==> src/hdl/priority_message_effect_scheduler_assert.svh <==
// assertion macros for the priority message effect scheduler
`ifndef PRIORITY_MESSAGE_EFFECT_SCHEDULER_ASSERT_SVH
`define PRIORITY_MESSAGE_EFFECT_SCHEDULER_ASSERT_SVH

// clocked implication check, disabled in reset
`define PMES_ASSERT(label, prop, msg) \
    label: assert property (@(posedge clk) disable iff (!rst_n) prop) else $error(msg);

`endif

==> src/hdl/pmes_pkg.sv <==
// types, codes and constants of the priority message effect scheduler
`timescale 1ns / 1ps

package pmes_pkg;

    localparam int SLOTS  = 16;
    localparam int SLOT_W = (SLOTS > 1) ? $clog2(SLOTS) : 1;
    localparam int TIME_W = 48;
    localparam int DUR_W  = 32;
    localparam int DVS_W  = 32;
    localparam int CYC_W  = 23;
    localparam int POS_W  = 14;
    localparam int SHIFT_W = 13;
    localparam int MS_PER_S = 1000;
    localparam int MUL_W  = CYC_W + 16;
    localparam int RECIP_W = 24;
    localparam int PROD_W = CYC_W + RECIP_W;
    localparam int RECIP_SH = 33;
    // ceil(2^33 / 1000), exact for products below 2^23
    localparam logic [RECIP_W-1:0] RECIP_MS = 24'd8589935;

    typedef logic [SLOT_W-1:0] slot_idx_t;

    localparam logic [1:0] MODE_TICK = 2'd0;
    localparam logic [1:0] MODE_SET  = 2'd1;
    localparam logic [1:0] MODE_BG   = 2'd2;

    localparam logic [1:0] EFF_STATIC = 2'd0;
    localparam logic [1:0] EFF_RAW    = 2'd1;
    localparam logic [1:0] EFF_FLASH  = 2'd2;
    localparam logic [1:0] EFF_SCROLL = 2'd3;

    localparam logic [1:0] ALN_LEFT   = 2'd0;
    localparam logic [1:0] ALN_RIGHT  = 2'd1;
    localparam logic [1:0] ALN_CENTRE = 2'd2;

    localparam logic CFG_MAX_BRIGHT = 1'b0;
    localparam logic CFG_DISP_W     = 1'b1;

    typedef struct packed {
        logic [7:0]  bright;
        logic [1:0]  eff;
        logic [1:0]  aln;
        logic        dir;
        logic [15:0] param;
        logic [11:0] tw;
    } look_t;

    typedef struct packed {
        logic [TIME_W-1:0] set_ms;
        logic [DUR_W-1:0]  duration;
        look_t             look;
    } slot_entry_t;

    typedef struct packed {
        logic              done;
        logic              busy;
        logic [TIME_W-1:0] quot;
        logic [DVS_W-1:0]  rem;
    } div_rsp_t;

endpackage

==> src/hdl/pmes_if.sv <==
// request and result channel interfaces
`timescale 1ns / 1ps

interface pmes_cmd_if;
    logic        valid;
    logic        ready;
    logic [1:0]  mode;
    logic [47:0] time_ms;
    logic [3:0]  priority_req;
    logic [31:0] duration_ms;
    logic [7:0]  brightness;
    logic [1:0]  effect;
    logic [1:0]  align;
    logic        direction;
    logic [15:0] effect_param;
    logic [11:0] text_width;

    modport source (output valid, mode, time_ms, priority_req, duration_ms, brightness,
                    effect, align, direction, effect_param, text_width, input ready);
    modport sink (input valid, mode, time_ms, priority_req, duration_ms, brightness,
                  effect, align, direction, effect_param, text_width, output ready);
endinterface

interface pmes_res_if;
    logic               valid;
    logic               ready;
    logic               from_background;
    logic [3:0]         shown_slot;
    logic [7:0]         out_brightness;
    logic [1:0]         out_effect;
    logic signed [12:0] x_position;
    logic               inverse;

    modport source (output valid, from_background, shown_slot, out_brightness, out_effect,
                    x_position, inverse, input ready);
    modport sink (input valid, from_background, shown_slot, out_brightness, out_effect,
                  x_position, inverse, output ready);
endinterface

==> src/hdl/priority_message_effect_scheduler.sv <==
// top level of the priority message effect scheduler
// Usage:
// - cmd channel carries one request per handshake (valid and ready high at a clock edge).
//   mode 1 stores a slot record, mode 2 the background record; neither gives
//   a result. mode 0 is a tick and gives exactly one result on res.
// - cfg_wr_en / cfg_index / cfg_data write max_brightness (index 0) and
//   display_width (index 1); the user must write them only while the block is
//   idle, which the block itself does not enforce.
// - a tick scans slots from the highest one down through the single memory read
//   port; a valid slot takes ST_SCAN_RD and ST_SCAN_CHK, an empty one ST_SCAN_RD.
// - static and raw effects then finish directly; flashing runs at most one pass
//   of the shared 48 step divider; scrolling runs up to two passes and then a
//   reciprocal step for the millisecond scale.
// - cmd.ready is high only while no tick is in progress.
// - the result sits in an output register; a following request is taken while it
//   waits, and a later tick holds its result until res.ready frees the register.
// - reset clears all slot valid bits, the background record, the output valid bit,
//   and loads max_brightness 255 and display_width 96.
`timescale 1ns / 1ps

`include "priority_message_effect_scheduler_assert.svh"

module priority_message_effect_scheduler (
    input  logic       clk,
    input  logic       rst_n,
    pmes_cmd_if.sink   cmd,
    pmes_res_if.source res,
    input  logic       cfg_wr_en,
    input  logic       cfg_index,
    input  logic [9:0] cfg_data
);

    typedef enum logic [3:0] {
        ST_IDLE,
        ST_SCAN_RD,
        ST_SCAN_CHK,
        ST_CALC,
        ST_DIV_FLASH,
        ST_MUL_SPAN,
        ST_DIV_CYCLE,
        ST_DIV_MOD,
        ST_DIV_SHIFT,
        ST_DONE
    } state_t;

    state_t                          state_reg;
    logic [pmes_pkg::SLOTS-1:0]      slot_valid_reg;
    logic [7:0]                      max_bright_reg;
    logic [9:0]                      disp_w_reg;
    logic [pmes_pkg::TIME_W-1:0]     bg_added_reg;
    pmes_pkg::look_t                 bg_look_reg;
    logic [pmes_pkg::TIME_W-1:0]     now_reg;
    pmes_pkg::slot_idx_t             scan_reg;
    pmes_pkg::look_t                 look_reg;
    logic [pmes_pkg::TIME_W-1:0]     added_reg;
    logic                            bg_sel_reg;
    logic [3:0]                      slot_reg;
    logic signed [pmes_pkg::POS_W-1:0] x_reg;
    logic                            inv_reg;
    logic                            div_start_reg;
    logic [pmes_pkg::TIME_W-1:0]     dvd_reg;
    logic [pmes_pkg::DVS_W-1:0]      dvs_reg;
    logic                            out_valid_reg;
    logic                            out_bg_reg;
    logic [3:0]                      out_slot_reg;
    logic [7:0]                      out_bright_reg;
    logic [1:0]                      out_eff_reg;
    logic signed [12:0]              out_x_reg;
    logic                            out_inv_reg;

    logic                            cmd_acc;
    logic                            set_ok;
    pmes_pkg::slot_idx_t             set_idx;
    pmes_pkg::look_t                 in_look;
    pmes_pkg::slot_entry_t           wr_entry;
    pmes_pkg::slot_entry_t           rd_entry;
    pmes_pkg::div_rsp_t              div_rsp;
    logic [pmes_pkg::TIME_W-1:0]     elapsed;
    logic signed [pmes_pkg::POS_W-1:0] w_s;
    logic signed [pmes_pkg::POS_W-1:0] tw_s;
    logic signed [pmes_pkg::POS_W-1:0] diff_s;
    logic signed [pmes_pkg::POS_W-1:0] aligned_x;
    logic signed [pmes_pkg::POS_W-1:0] start_x;
    logic [pmes_pkg::POS_W-1:0]      span;
    logic signed [pmes_pkg::POS_W-1:0] shift_s;
    logic [pmes_pkg::PROD_W-1:0]     recip_prod;
    logic                            expired;
    logic                            res_free;
    logic                            div_go;
    logic                            out_load;

    assign cmd_acc   = cmd.valid && cmd.ready;
    assign cmd.ready = (state_reg == ST_IDLE);
    assign res_free  = !out_valid_reg || res.ready;
    assign out_load  = (state_reg == ST_DONE) && res_free;
    assign set_ok    = (32'(cmd.priority_req) < pmes_pkg::SLOTS);
    assign set_idx   = pmes_pkg::slot_idx_t'(cmd.priority_req);

    assign in_look.bright = cmd.brightness;
    assign in_look.eff    = cmd.effect;
    assign in_look.aln    = cmd.align;
    assign in_look.dir    = cmd.direction;
    assign in_look.param  = cmd.effect_param;
    assign in_look.tw     = cmd.text_width;

    assign wr_entry.set_ms   = cmd.time_ms;
    assign wr_entry.duration = cmd.duration_ms;
    assign wr_entry.look     = in_look;

    pmes_slot_store u_store (
        .clk     (clk),
        .wr_en   (cmd_acc && (cmd.mode == pmes_pkg::MODE_SET) && set_ok),
        .wr_addr (set_idx),
        .wr_data (wr_entry),
        .rd_addr (scan_reg),
        .rd_data (rd_entry)
    );

    pmes_divider u_div (
        .clk      (clk),
        .rst_n    (rst_n),
        .start    (div_start_reg),
        .dividend (dvd_reg),
        .divisor  (dvs_reg),
        .rsp      (div_rsp)
    );

    assign expired = ({1'b0, rd_entry.set_ms} + {17'd0, rd_entry.duration})
                     < {1'b0, now_reg};
    assign elapsed = now_reg - added_reg;
    assign w_s     = pmes_pkg::POS_W'(disp_w_reg);
    assign tw_s    = pmes_pkg::POS_W'(look_reg.tw);
    assign diff_s  = w_s - tw_s;
    assign span    = pmes_pkg::POS_W'(look_reg.tw) + pmes_pkg::POS_W'(disp_w_reg);
    assign start_x = look_reg.dir ? w_s : -tw_s;
    // divide by 1000 through a reciprocal multiply
    assign recip_prod = pmes_pkg::PROD_W'(dvd_reg[pmes_pkg::CYC_W-1:0])
                        * pmes_pkg::PROD_W'(pmes_pkg::RECIP_MS);
    assign shift_s = pmes_pkg::POS_W'(recip_prod[pmes_pkg::RECIP_SH +: pmes_pkg::SHIFT_W]);

    always_comb
    begin
        case (look_reg.aln)
            pmes_pkg::ALN_RIGHT:  aligned_x = diff_s;
            pmes_pkg::ALN_CENTRE: aligned_x = (diff_s + ((diff_s < 0) ? 14'sd1 : 14'sd0)) >>> 1;
            default:              aligned_x = '0;
        endcase
    end

    always_comb
    begin
        unique case (state_reg)
            ST_CALC:      div_go = (look_reg.eff == pmes_pkg::EFF_FLASH)
                                   && (look_reg.param != '0);
            ST_MUL_SPAN:  div_go = 1'b1;
            ST_DIV_CYCLE: div_go = div_rsp.done && (div_rsp.quot != '0);
            default:      div_go = 1'b0;
        endcase
    end

    always_ff @(posedge clk or negedge rst_n)
    begin
        if (!rst_n)
        begin
            state_reg      <= ST_IDLE;
            slot_valid_reg <= '0;
            max_bright_reg <= 8'd255;
            disp_w_reg     <= 10'd96;
            bg_added_reg   <= '0;
            bg_look_reg    <= '0;
            div_start_reg  <= 1'b0;
            out_valid_reg  <= 1'b0;
        end
        else
        begin
            div_start_reg <= div_go;
            out_valid_reg <= out_load || (out_valid_reg && !res.ready);
            if (cfg_wr_en)
            begin
                if (cfg_index == pmes_pkg::CFG_MAX_BRIGHT)
                begin
                    max_bright_reg <= cfg_data[7:0];
                end
                else
                begin
                    disp_w_reg <= cfg_data;
                end
            end
            unique case (state_reg)
                ST_IDLE:
                begin
                    if (cmd_acc)
                    begin
                        now_reg  <= cmd.time_ms;
                        scan_reg <= pmes_pkg::slot_idx_t'(pmes_pkg::SLOTS - 1);
                        case (cmd.mode)
                            pmes_pkg::MODE_TICK: state_reg <= ST_SCAN_RD;
                            pmes_pkg::MODE_SET:
                            begin
                                if (set_ok)
                                begin
                                    slot_valid_reg[set_idx] <= 1'b1;
                                end
                            end
                            pmes_pkg::MODE_BG:
                            begin
                                bg_added_reg <= cmd.time_ms;
                                bg_look_reg  <= in_look;
                            end
                            default: ;
                        endcase
                    end
                end
                ST_SCAN_RD:
                begin
                    if (slot_valid_reg[scan_reg])
                    begin
                        state_reg <= ST_SCAN_CHK;
                    end
                    else if (scan_reg == '0)
                    begin
                        look_reg   <= bg_look_reg;
                        added_reg  <= bg_added_reg;
                        bg_sel_reg <= 1'b1;
                        slot_reg   <= '0;
                        state_reg  <= ST_CALC;
                    end
                    else
                    begin
                        scan_reg <= scan_reg - 1'b1;
                    end
                end
                ST_SCAN_CHK:
                begin
                    if (expired)
                    begin
                        slot_valid_reg[scan_reg] <= 1'b0;
                        if (scan_reg == '0)
                        begin
                            look_reg   <= bg_look_reg;
                            added_reg  <= bg_added_reg;
                            bg_sel_reg <= 1'b1;
                            slot_reg   <= '0;
                            state_reg  <= ST_CALC;
                        end
                        else
                        begin
                            scan_reg  <= scan_reg - 1'b1;
                            state_reg <= ST_SCAN_RD;
                        end
                    end
                    else
                    begin
                        look_reg   <= rd_entry.look;
                        added_reg  <= rd_entry.set_ms;
                        bg_sel_reg <= 1'b0;
                        slot_reg   <= 4'(scan_reg);
                        state_reg  <= ST_CALC;
                    end
                end
                ST_CALC:
                begin
                    inv_reg <= 1'b0;
                    case (look_reg.eff)
                        pmes_pkg::EFF_STATIC:
                        begin
                            x_reg     <= aligned_x;
                            state_reg <= ST_DONE;
                        end
                        pmes_pkg::EFF_FLASH:
                        begin
                            x_reg <= aligned_x;
                            if (look_reg.param == '0)
                            begin
                                state_reg <= ST_DONE;
                            end
                            else
                            begin
                                dvd_reg   <= elapsed;
                                dvs_reg   <= pmes_pkg::DVS_W'(look_reg.param);
                                state_reg <= ST_DIV_FLASH;
                            end
                        end
                        pmes_pkg::EFF_SCROLL:
                        begin
                            x_reg     <= start_x;
                            state_reg <= (look_reg.param == '0) ? ST_DONE : ST_MUL_SPAN;
                        end
                        default:
                        begin
                            x_reg     <= '0;
                            state_reg <= ST_DONE;
                        end
                    endcase
                end
                ST_DIV_FLASH:
                begin
                    if (div_rsp.done)
                    begin
                        inv_reg   <= div_rsp.quot[0];
                        state_reg <= ST_DONE;
                    end
                end
                ST_MUL_SPAN:
                begin
                    dvd_reg   <= pmes_pkg::TIME_W'(pmes_pkg::CYC_W'(span)
                                                   * pmes_pkg::CYC_W'(pmes_pkg::MS_PER_S));
                    dvs_reg   <= pmes_pkg::DVS_W'(look_reg.param);
                    state_reg <= ST_DIV_CYCLE;
                end
                ST_DIV_CYCLE:
                begin
                    if (div_rsp.done)
                    begin
                        if (div_rsp.quot == '0)
                        begin
                            state_reg <= ST_DONE;
                        end
                        else
                        begin
                            dvd_reg   <= elapsed;
                            dvs_reg   <= pmes_pkg::DVS_W'(div_rsp.quot[pmes_pkg::CYC_W-1:0]);
                            state_reg <= ST_DIV_MOD;
                        end
                    end
                end
                ST_DIV_MOD:
                begin
                    if (div_rsp.done)
                    begin
                        dvd_reg <= pmes_pkg::TIME_W'(
                                       pmes_pkg::MUL_W'(div_rsp.rem[pmes_pkg::CYC_W-1:0])
                                       * pmes_pkg::MUL_W'(look_reg.param));
                        state_reg <= ST_DIV_SHIFT;
                    end
                end
                ST_DIV_SHIFT:
                begin
                    x_reg     <= look_reg.dir ? (x_reg - shift_s) : (x_reg + shift_s);
                    state_reg <= ST_DONE;
                end
                ST_DONE:
                begin
                    if (res_free)
                    begin
                        state_reg <= ST_IDLE;
                    end
                end
                default: state_reg <= ST_IDLE;
            endcase
        end
    end

    always_ff @(posedge clk)
    begin
        if ((state_reg == ST_DONE) && res_free)
        begin
            out_bg_reg     <= bg_sel_reg;
            out_slot_reg   <= slot_reg;
            out_bright_reg <= (look_reg.bright > max_bright_reg) ? max_bright_reg
                                                                 : look_reg.bright;
            out_eff_reg    <= look_reg.eff;
            out_x_reg      <= x_reg[12:0];
            out_inv_reg    <= inv_reg;
        end
    end

    assign res.valid           = out_valid_reg;
    assign res.from_background = out_bg_reg;
    assign res.shown_slot      = out_slot_reg;
    assign res.out_brightness  = out_bright_reg;
    assign res.out_effect      = out_eff_reg;
    assign res.x_position      = out_x_reg;
    assign res.inverse         = out_inv_reg;

    `PMES_ASSERT(a_ready_div_idle, cmd.ready |-> !div_rsp.busy, "divider busy while ready")
    `PMES_ASSERT(a_bg_slot_zero, (res.valid && res.from_background) |-> (res.shown_slot == 4'd0), "background result with nonzero slot")
    `PMES_ASSERT(a_inv_flash_only, (res.valid && res.inverse) |-> (res.out_effect == pmes_pkg::EFF_FLASH), "inverse without flashing")
    `PMES_ASSERT(a_set_marks_valid, (cmd_acc && (cmd.mode == pmes_pkg::MODE_SET) && set_ok) |=> slot_valid_reg[$past(set_idx)], "set did not mark slot valid")

endmodule

==> src/hdl/pmes_slot_store.sv <==
// per slot message record memory with registered read
`timescale 1ns / 1ps

module pmes_slot_store (
    input  logic                  clk,
    input  logic                  wr_en,
    input  pmes_pkg::slot_idx_t   wr_addr,
    input  pmes_pkg::slot_entry_t wr_data,
    input  pmes_pkg::slot_idx_t   rd_addr,
    output pmes_pkg::slot_entry_t rd_data
);

    pmes_pkg::slot_entry_t mem [pmes_pkg::SLOTS];
    pmes_pkg::slot_entry_t rd_data_reg;

    always_ff @(posedge clk)
    begin
        if (wr_en)
        begin
            mem[wr_addr] <= wr_data;
        end
        rd_data_reg <= mem[rd_addr];
    end

    assign rd_data = rd_data_reg;

endmodule

==> src/hdl/pmes_divider.sv <==
// shared restoring divider, one quotient bit per cycle
`timescale 1ns / 1ps

module pmes_divider (
    input  logic                         clk,
    input  logic                         rst_n,
    input  logic                         start,
    input  logic [pmes_pkg::TIME_W-1:0]  dividend,
    input  logic [pmes_pkg::DVS_W-1:0]   divisor,
    output pmes_pkg::div_rsp_t           rsp
);

    localparam int CNT_W = $clog2(pmes_pkg::TIME_W + 1);

    logic                        busy_reg, busy_next;
    logic                        done_reg, done_next;
    logic [CNT_W-1:0]            cnt_reg, cnt_next;
    logic [pmes_pkg::TIME_W-1:0] q_reg, q_next;
    logic [pmes_pkg::DVS_W:0]    r_reg, r_next;
    logic [pmes_pkg::DVS_W-1:0]  d_reg, d_next;
    logic [pmes_pkg::DVS_W:0]    r_try;

    always_comb
    begin
        busy_next = busy_reg;
        done_next = 1'b0;
        cnt_next  = cnt_reg;
        q_next    = q_reg;
        r_next    = r_reg;
        d_next    = d_reg;
        r_try     = {r_reg[pmes_pkg::DVS_W-1:0], q_reg[pmes_pkg::TIME_W-1]};
        if (start)
        begin
            busy_next = 1'b1;
            cnt_next  = CNT_W'(pmes_pkg::TIME_W);
            q_next    = dividend;
            r_next    = '0;
            d_next    = divisor;
        end
        else if (busy_reg)
        begin
            if (r_try >= {1'b0, d_reg})
            begin
                r_next = r_try - {1'b0, d_reg};
                q_next = {q_reg[pmes_pkg::TIME_W-2:0], 1'b1};
            end
            else
            begin
                r_next = r_try;
                q_next = {q_reg[pmes_pkg::TIME_W-2:0], 1'b0};
            end
            cnt_next = cnt_reg - 1'b1;
            if (cnt_reg == CNT_W'(1))
            begin
                busy_next = 1'b0;
                done_next = 1'b1;
            end
        end
    end

    always_ff @(posedge clk or negedge rst_n)
    begin
        if (!rst_n)
        begin
            busy_reg <= 1'b0;
            done_reg <= 1'b0;
            cnt_reg  <= '0;
        end
        else
        begin
            busy_reg <= busy_next;
            done_reg <= done_next;
            cnt_reg  <= cnt_next;
        end
    end

    always_ff @(posedge clk)
    begin
        q_reg <= q_next;
        r_reg <= r_next;
        d_reg <= d_next;
    end

    assign rsp.done = done_reg;
    assign rsp.busy = busy_reg;
    assign rsp.quot = q_reg;
    assign rsp.rem  = r_reg[pmes_pkg::DVS_W-1:0];

endmodule

==> src/flat_wrapper.sv <==
// flat-port wrapper written by rule: the top's interface ports become plain ports
module priority_message_effect_scheduler_flat 
  (clk, rst_n, cfg_wr_en, cfg_index, cfg_data, cmd_valid, cmd_mode, cmd_time_ms, cmd_priority_req, cmd_duration_ms, cmd_brightness, cmd_effect, cmd_align, cmd_direction, cmd_effect_param, cmd_text_width, cmd_ready, res_valid, res_from_background, res_shown_slot, res_out_brightness, res_out_effect, res_x_position, res_inverse, res_ready);
  pmes_cmd_if cmd_i ();
  pmes_res_if res_i ();
  input  logic clk;
  input  logic rst_n;
  input  logic cfg_wr_en;
  input  logic cfg_index;
  input  logic [9:0] cfg_data;
  input wire logic [$bits(cmd_i.valid)-1:0] cmd_valid;
  input wire logic [$bits(cmd_i.mode)-1:0] cmd_mode;
  input wire logic [$bits(cmd_i.time_ms)-1:0] cmd_time_ms;
  input wire logic [$bits(cmd_i.priority_req)-1:0] cmd_priority_req;
  input wire logic [$bits(cmd_i.duration_ms)-1:0] cmd_duration_ms;
  input wire logic [$bits(cmd_i.brightness)-1:0] cmd_brightness;
  input wire logic [$bits(cmd_i.effect)-1:0] cmd_effect;
  input wire logic [$bits(cmd_i.align)-1:0] cmd_align;
  input wire logic [$bits(cmd_i.direction)-1:0] cmd_direction;
  input wire logic [$bits(cmd_i.effect_param)-1:0] cmd_effect_param;
  input wire logic [$bits(cmd_i.text_width)-1:0] cmd_text_width;
  output wire logic [$bits(cmd_i.ready)-1:0] cmd_ready;
  output wire logic [$bits(res_i.valid)-1:0] res_valid;
  output wire logic [$bits(res_i.from_background)-1:0] res_from_background;
  output wire logic [$bits(res_i.shown_slot)-1:0] res_shown_slot;
  output wire logic [$bits(res_i.out_brightness)-1:0] res_out_brightness;
  output wire logic [$bits(res_i.out_effect)-1:0] res_out_effect;
  output wire logic [$bits(res_i.x_position)-1:0] res_x_position;
  output wire logic [$bits(res_i.inverse)-1:0] res_inverse;
  input wire logic [$bits(res_i.ready)-1:0] res_ready;
  assign cmd_i.valid = cmd_valid;
  assign cmd_i.mode = cmd_mode;
  assign cmd_i.time_ms = cmd_time_ms;
  assign cmd_i.priority_req = cmd_priority_req;
  assign cmd_i.duration_ms = cmd_duration_ms;
  assign cmd_i.brightness = cmd_brightness;
  assign cmd_i.effect = cmd_effect;
  assign cmd_i.align = cmd_align;
  assign cmd_i.direction = cmd_direction;
  assign cmd_i.effect_param = cmd_effect_param;
  assign cmd_i.text_width = cmd_text_width;
  assign cmd_ready = cmd_i.ready;
  assign res_valid = res_i.valid;
  assign res_from_background = res_i.from_background;
  assign res_shown_slot = res_i.shown_slot;
  assign res_out_brightness = res_i.out_brightness;
  assign res_out_effect = res_i.out_effect;
  assign res_x_position = res_i.x_position;
  assign res_inverse = res_i.inverse;
  assign res_i.ready = res_ready;
  priority_message_effect_scheduler u_core (.clk(clk), .rst_n(rst_n), .cmd(cmd_i), .res(res_i), .cfg_wr_en(cfg_wr_en), .cfg_index(cfg_index), .cfg_data(cfg_data));
endmodule
==> config.mk <==
export PLATFORM = sky130hd
export DESIGN_NAME = priority_message_effect_scheduler_flat
export DESIGN_NICKNAME = d
export VERILOG_FILES = /design/src/hdl/pmes_pkg.sv /design/src/hdl/pmes_if.sv /design/src/hdl/priority_message_effect_scheduler.sv /design/src/hdl/pmes_slot_store.sv /design/src/hdl/pmes_divider.sv /design/src/flat_wrapper.sv
export VERILOG_INCLUDE_DIRS = /design/src /design/src/hdl
export SDC_FILE = /design/constraint.sdc
export NUM_CORES = 2
export LEC_CHECK = 0
export BUFFER_PORTS_ARGS = -buffer_cell sky130_fd_sc_hd__buf_2
export CAP_MARGIN = 20
export CORE_MARGIN = 3
export CORE_UTILIZATION = 58
export DETAILED_ROUTE_END_ITERATION = 6
export GPL_ROUTABILITY_DRIVEN = 0
export PLACE_DENSITY = 0.79
export SLEW_MARGIN = 10
export SYNTH_ARGS = -nofsm -noshare
export SYNTH_HDL_FRONTEND = slang
export SYNTH_SLANG_ARGS = --single-unit
==> constraint.sdc <==
create_clock -name clk -period 14.6 [get_ports clk]
set_clock_uncertainty 0.2 [all_clocks]
set_input_delay 1.46 -clock clk [delete_from_list [all_inputs] [get_ports clk]]
set_output_delay 1.46 -clock clk [all_outputs]
set_load 0.02 [all_outputs]
* Word-level counts from Yosys, hierarchy flattened
Memory sizes are Yosys's and may differ from the RTL's. A register that Yosys moved wholly into a read port is not among the register bits.
Cells that the tools add are included.
** Cells by class
- Shifts and indexed selects :: 0
- Muxes and demuxes :: 81
- Div/mod/pow operators :: 0
- Equal/unequal tests :: 29
- $mul :: 3
- Bitwise operators :: 4
- Order comparisons :: 8
- Add/subtract/negate cells :: 11
- Reduce and logical (&&, ||, !) cells :: 41
** Operators with widths (number)
- $mux W48 :: 10
- $pmux W48 S4 :: 1
- $mux W32 :: 5
- $mux W41 :: 3
- $pmux W32 S3 :: 1
- $pmux W48 S2 :: 1
- $pmux W14 S2 :: 3
- $pmux W41 S2 :: 1
- $mux W4 :: 18
- $add A48 B32 Y49 :: 1
- $lt A49 B48 Y1 :: 1
- $logic_not A48 Y1 :: 1
- $mux W16 :: 3
- $reduce_bool A48 Y1 :: 1
- $sub A48 B48 Y48 :: 1
- $mul A23 B24 Y46 const B :: 1
- $pmux W4 S10 :: 1
- $mul A23 B16 Y39 :: 1
- $ge A33 B32 Y1 :: 1
- $pmux W16 S2 :: 1
- $sub A32 B32 Y32 :: 1
- $mux W14 :: 2
- $mul A14 B7 Y21 const B :: 1
- $ne A2 B2 Y1 const B :: 9
- 52 further kinds :: 108
** Storage, ports and cells
- Memories kept :: 1
- Word-level logic and storage cells :: 218
- Input port bits :: 143
- Bits in latches :: 0
- Memory bits (read-only) :: 0
- Register bits :: 519
- Output and inout port bits :: 31
- Bits in writable memories :: 1936
** Memory list
- u_core.u_store.mem :: depth 16, width 121, read ports 1, clocked after memory_dff 1, write ports 1, line pmes_slot_store.sv:13 : pmes_pkg::slot_entry_t mem [pmes_pkg::SLOTS];

* Logic depth before layout (Yosys ltp)
- Depth in word-level cells :: 8
- Depth in mapped cells :: 39
- Gate-level depth less buffers :: 39

* By module
Synthesis repeated with hierarchy kept, for this count alone.
** Unflattened totals
- Cell total of the unflattened synthesis :: 8565
- Area total of the unflattened synthesis :: 128495.7 µm²
** By module, submodules not included
- pmes_slot_store :: area an instance 74672.9 µm², instances 1, cells an instance 3092
- priority_message_effect_scheduler :: area an instance 47028.9 µm², instances 1, cells an instance 4856
- pmes_divider :: area an instance 6794.0 µm², instances 1, cells an instance 617

* Least setup slack after synthesis
OpenSTA, ideal clock, no wires.
- Path kind :: input -> register
- Start :: input port rst_n
- End :: register u_core.dvd_reg[0] (netlist name), enable pin
- Data required time :: 13.689 ns
- Buffers on the path :: 0
- Library setup time :: 0.711 ns
- Stages on the path :: 2
- Slack :: 4.627 ns
- Data arrival time :: 9.062 ns
- Cells stage by stage :: nand4_1 > a2111oi_0
** On the way
- Word-level cells in the longest chain between the ends :: 1
** RTL lines
- start, declared :: line flat_wrapper.sv:7 : input logic rst_n;
- $reduce_and A7 Y1 (no source line)
- end signal, assigned :: line priority_message_effect_scheduler.sv:279 : dvd_reg <= elapsed;
- end signal, assigned :: line priority_message_effect_scheduler.sv:306 : dvd_reg <= pmes_pkg::TIME_W'(pmes_pkg::CYC_W'(span)
- end signal, assigned :: line priority_message_effect_scheduler.sv:321 : dvd_reg <= elapsed;
- end, declared :: line priority_message_effect_scheduler.sv:61 : logic [pmes_pkg::TIME_W-1:0] dvd_reg;
Every way passes these cells.
A chain may end at the register's enable or synchronous reset.

* Final worst setup path
- Start :: register u_core.dvd_reg[20] (netlist name)
- End :: register u_core.x_reg[12] (netlist name) (data pin)
** On the way
- Word-level cells in the longest chain between the ends :: 4
** RTL lines
- $mul A23 B24 Y46 (*) :: line priority_message_effect_scheduler.sv:138 : * pmes_pkg::PROD_W'(pmes_pkg::RECIP_MS);
- $add A14 B14 Y14 / $sub A14 B14 Y14 (equally long branches) :: line priority_message_effect_scheduler.sv:339 : x_reg <= look_reg.dir ? (x_reg - shift_s) : (x_reg + shift_s);
- $mux W14 (*) :: line priority_message_effect_scheduler.sv:339
- $pmux W14 S2 (*) :: line priority_message_effect_scheduler.sv:189 : unique case (state_reg)
- end signal, assigned :: line priority_message_effect_scheduler.sv:267 : x_reg <= aligned_x;
- end signal, assigned :: line priority_message_effect_scheduler.sv:272 : x_reg <= aligned_x;
- end signal, assigned :: line priority_message_effect_scheduler.sv:339
- end, declared :: line priority_message_effect_scheduler.sv:58 : logic signed [pmes_pkg::POS_W-1:0] x_reg;
Every way passes the cells marked *; elsewhere a longest branch is shown, timed or not.

==> run summary <==
===============================================================================================
Outcome ..........................................................................    completed
Final critical delay including setup and external delays .........................     10.01 ns
Worst hold slack .................................................................     0.204 ns
Routed wire length per instance ..................................................      28.8 um
Worst slew margin ................................................................        24.0%
Cts repair resizes ...............................................................            0
Routed via count .................................................................        75000
Fillers ..........................................................................        14300
Maximum net fanout on the critical path ..........................................            9
Area of the die .................................................................. 225000 sq um
Number of H-tree levels ..........................................................            5
Core Footprint ................................................................... 217000 sq um
Net Count, Synth .................................................................         9440
Clock Tree Root .................................................................. sky130_fd_sc_hd__clkbuf_16
Most common cell after layout, fill and taps aside ............................... sky130_fd_sc_hd__edfxtp_1
Area of the multi-input gates ....................................................  47900 sq um
Number of antenna violations at the first check in global routing ................           52
Most used DFF post-synth ......................................................... sky130_fd_sc_hd__edfxtp_1
Flip-flop count of the largest register, all copies and words added ..............         1936
Endpoint arrival time on the critical path .......................................     10.42 ns
Clk sinks ........................................................................         2557
Global-route wire length before repair ...........................................    497000 um
WL final .........................................................................    332000 um
Layout Utilization ...............................................................        64.6%
Clock tree from TritonCTS ........................................................         done
Number of synthesized register bits ..............................................         2557
Maximum frequency from static timing analysis ....................................   0.0999 GHz
Area growth syn-to-layout ........................................................        10.6%
Area post-placement .............................................................. 131000 sq um
Period utilisation layout ........................................................        68.6%
Number of global-route vias before repair ........................................        77600
Kind of critical path ............................................................ register to register
Sequential Area ..................................................................  74600 sq um
RSZ-0062 raised after global routing .............................................           no
Distinct cell type count after synthesis .........................................          110
Number of remaining DRC errors ...................................................            0
Number of optimization iterations in the first detailed-route pass ...............            6
Type of element launching the critical path ......................................     register
Largest net degree at the start of global routing ................................          155
Netlist area before placement .................................................... 127000 sq um
Longest individual stage delay on the worst path .................................      0.57 ns
Post-synth EDFFs .................................................................         2267
Post-detail-place hpwl ...........................................................    196000 um
Initial Util .....................................................................        58.4%
Total of buffers placed on input and output ports ................................          173
Commonest cells after routing, fill and taps aside ............................... sky130_fd_sc_hd__edfxtp_1 (2267), sky130_fd_sc_hd__inv_1 (890), sky130_fd_sc_hd__mux4_2 (610)
Async S/R FF share, synth ........................................................        5.36%
Clock Path Buffers ...............................................................            4
Share of the yosys chip area belonging to registers ..............................        58.7%
Number of maximum-capacitance constraint violations ..............................            0
Std cell rows ....................................................................          171
Clock input transition at the sequential cells of the worst setup and hold paths .      0.06 ns
Tightest Hold Check Type ......................................................... register to register
Total global routing track utilization ...........................................        29.9%
Initial DRC Count ................................................................         8800
Buffers inserted by post-CTS timing repair .......................................            0
Worst path required time .........................................................     15.01 ns
Final standard cell area without fillers ......................................... 140000 sq um
Horizontal die dimension .........................................................       474 um
Post-synthesis instance total ....................................................         8207
Layout cell share with drive strength beyond 1 ...................................        18.2%
Antenna violation net count after detailed routing ...............................            0
CP max-delay cell ................................................................ sky130_fd_sc_hd__fa_1
Boundary Pins ....................................................................          174
Total of hold buffers inserted after clock tree synthesis ........................            0
Routed via count divided by cell count ...........................................         6.50
Gr ovfl total ....................................................................            0
Per-instance average area after synthesis ........................................   15.5 sq um
CP endpoint kind .................................................................     register
Number of hold violations in the final report ....................................            0
Fin. max-slew vios ...............................................................            0
# setup viols final ..............................................................            0
Reg-to-reg setup timing slack ....................................................      4.59 ns
Inserted Clock Buffers ...........................................................          279
Final-layout setup total negative slack ..........................................         0 ns
Slew at the pin with the worst max-slew slack ....................................      1.14 ns
Top cell by count, worst path .................................................... sky130_fd_sc_hd__fa_1
Latest clock arrival within the worst-skew pair ..................................      0.95 ns
Syn. warnings ....................................................................            0
Die Span Y .......................................................................       474 um
Total Nets Final .................................................................         9682
===============================================================================================
-- area by class of cell --
type | count | area share (%)
antenna | 32 | 0.0570
clock buffer | 376 | 5.57
clock inverter | 113 | 0.848
inverter | 893 | 2.39
multi-input combinational | 4420 | 34.1
sequential | 2557 | 53.1
tap | 2854 | 2.54
timing repair buffer | 298 | 1.42
-- critical path, delay by kind of cell, from the launching register on --
family | cells | cell delay (ns)
adder cells (fa/ha/maj) | 10 | 4.61
AO/OA/AOI/OAI | 9 | 1.72
AND/OR/NAND/NOR | 6 | 1.41
XOR/XNOR | 5 | 0.97
flip-flops | 1 | 0.56
buffers and inverters | 4 | 0.22
-- logic make-up (layout without fill, tap and decap cells) --
group,count (synthesis),in the layout,share of synthesized area (%)
simple gates,1413,1413,5.18
fa+ha+maj,1090,1090,13.7
xor+xnor,223,223,1.54
flops,2557,2557,58.7
mux,787,787,12.4
buf+inv,1230,1680,3.69
other cells,0,32,0
compound gates,907,907,4.81
-- layer usage --
| metal | GRT usage (%) | part of all wire (%) | routed length (um) |
|---|---|---|---|
| met3 | 6.32 | 9.9 | 32900 |
| met5 | 0 | 0.055 | 183 |
| met1 | 39.0 | 36 | 121000 |
| met2 | 48.6 | 49 | 163000 |
| met4 | 13.4 | 4.5 | 15000 |
-- stage by stage --
stage	worst slack, ns	instances
2_1_floorplan	4.63	8207
6_report	4.59	11500
3_5_place_dp	4.69	11000
4_1_cts	4.62	11500
5_1_grt	4.14	11500
3_3_place_gp	4.91	11000
-- worst paths after layout --
| path | start | endpoint | cells after the start |
|---|---|---|---|
| min in group asynchronous | rst_n | u_core.u_div.cnt_reg[4]$_DFFE_PN0P_ | 1 |
| min reg2reg | u_core.dvs_reg[15]$_DFFE_PP_ | u_core.u_div.d_reg[15]$_DFFE_PP_ | 0 |
| min | u_core.dvs_reg[15]$_DFFE_PP_ | u_core.u_div.d_reg[15]$_DFFE_PP_ | 0 |
| max reg2reg | u_core.dvd_reg[20]$_DFFE_PP_ | u_core.x_reg[12]$_DFFE_PP_ | 34 |
| max | u_core.dvd_reg[20]$_DFFE_PP_ | u_core.x_reg[12]$_DFFE_PP_ | 34 |
| max in group asynchronous | rst_n | u_core.bg_added_reg[35]$_DFFE_PN0P_ | 2 |
-- synth_stat cells (104+ instances only) --
library cell / n / area [sq um]
sky130_fd_sc_hd__edfxtp_1: 2267 / 68100
sky130_fd_sc_hd__inv_1: 891 / 3340
sky130_fd_sc_hd__mux4_2: 610 / 13700
sky130_fd_sc_hd__nand2_1: 596 / 2240
sky130_fd_sc_hd__ha_1: 595 / 7440
sky130_fd_sc_hd__fa_1: 495 / 9910
sky130_fd_sc_hd__nor2_1: 301 / 1130
sky130_fd_sc_hd__clkbuf_1: 264 / 991
sky130_fd_sc_hd__a21oi_1: 215 / 1080
sky130_fd_sc_hd__mux2_2: 165 / 1860
sky130_fd_sc_hd__dfxtp_1: 153 / 3060
sky130_fd_sc_hd__o21ai_0: 147 / 736
sky130_fd_sc_hd__xnor2_1: 139 / 1220
sky130_fd_sc_hd__a21o_1: 135 / 1010
sky130_fd_sc_hd__and2_1: 129 / 807
sky130_fd_sc_hd__dfrtp_1: 127 / 3180
sky130_fd_sc_hd__a31oi_1: 104 / 651
Power is left out: the tool's default activity adds up to more than one toggle a clock period on the data nets, which glitch-free logic cannot reach.
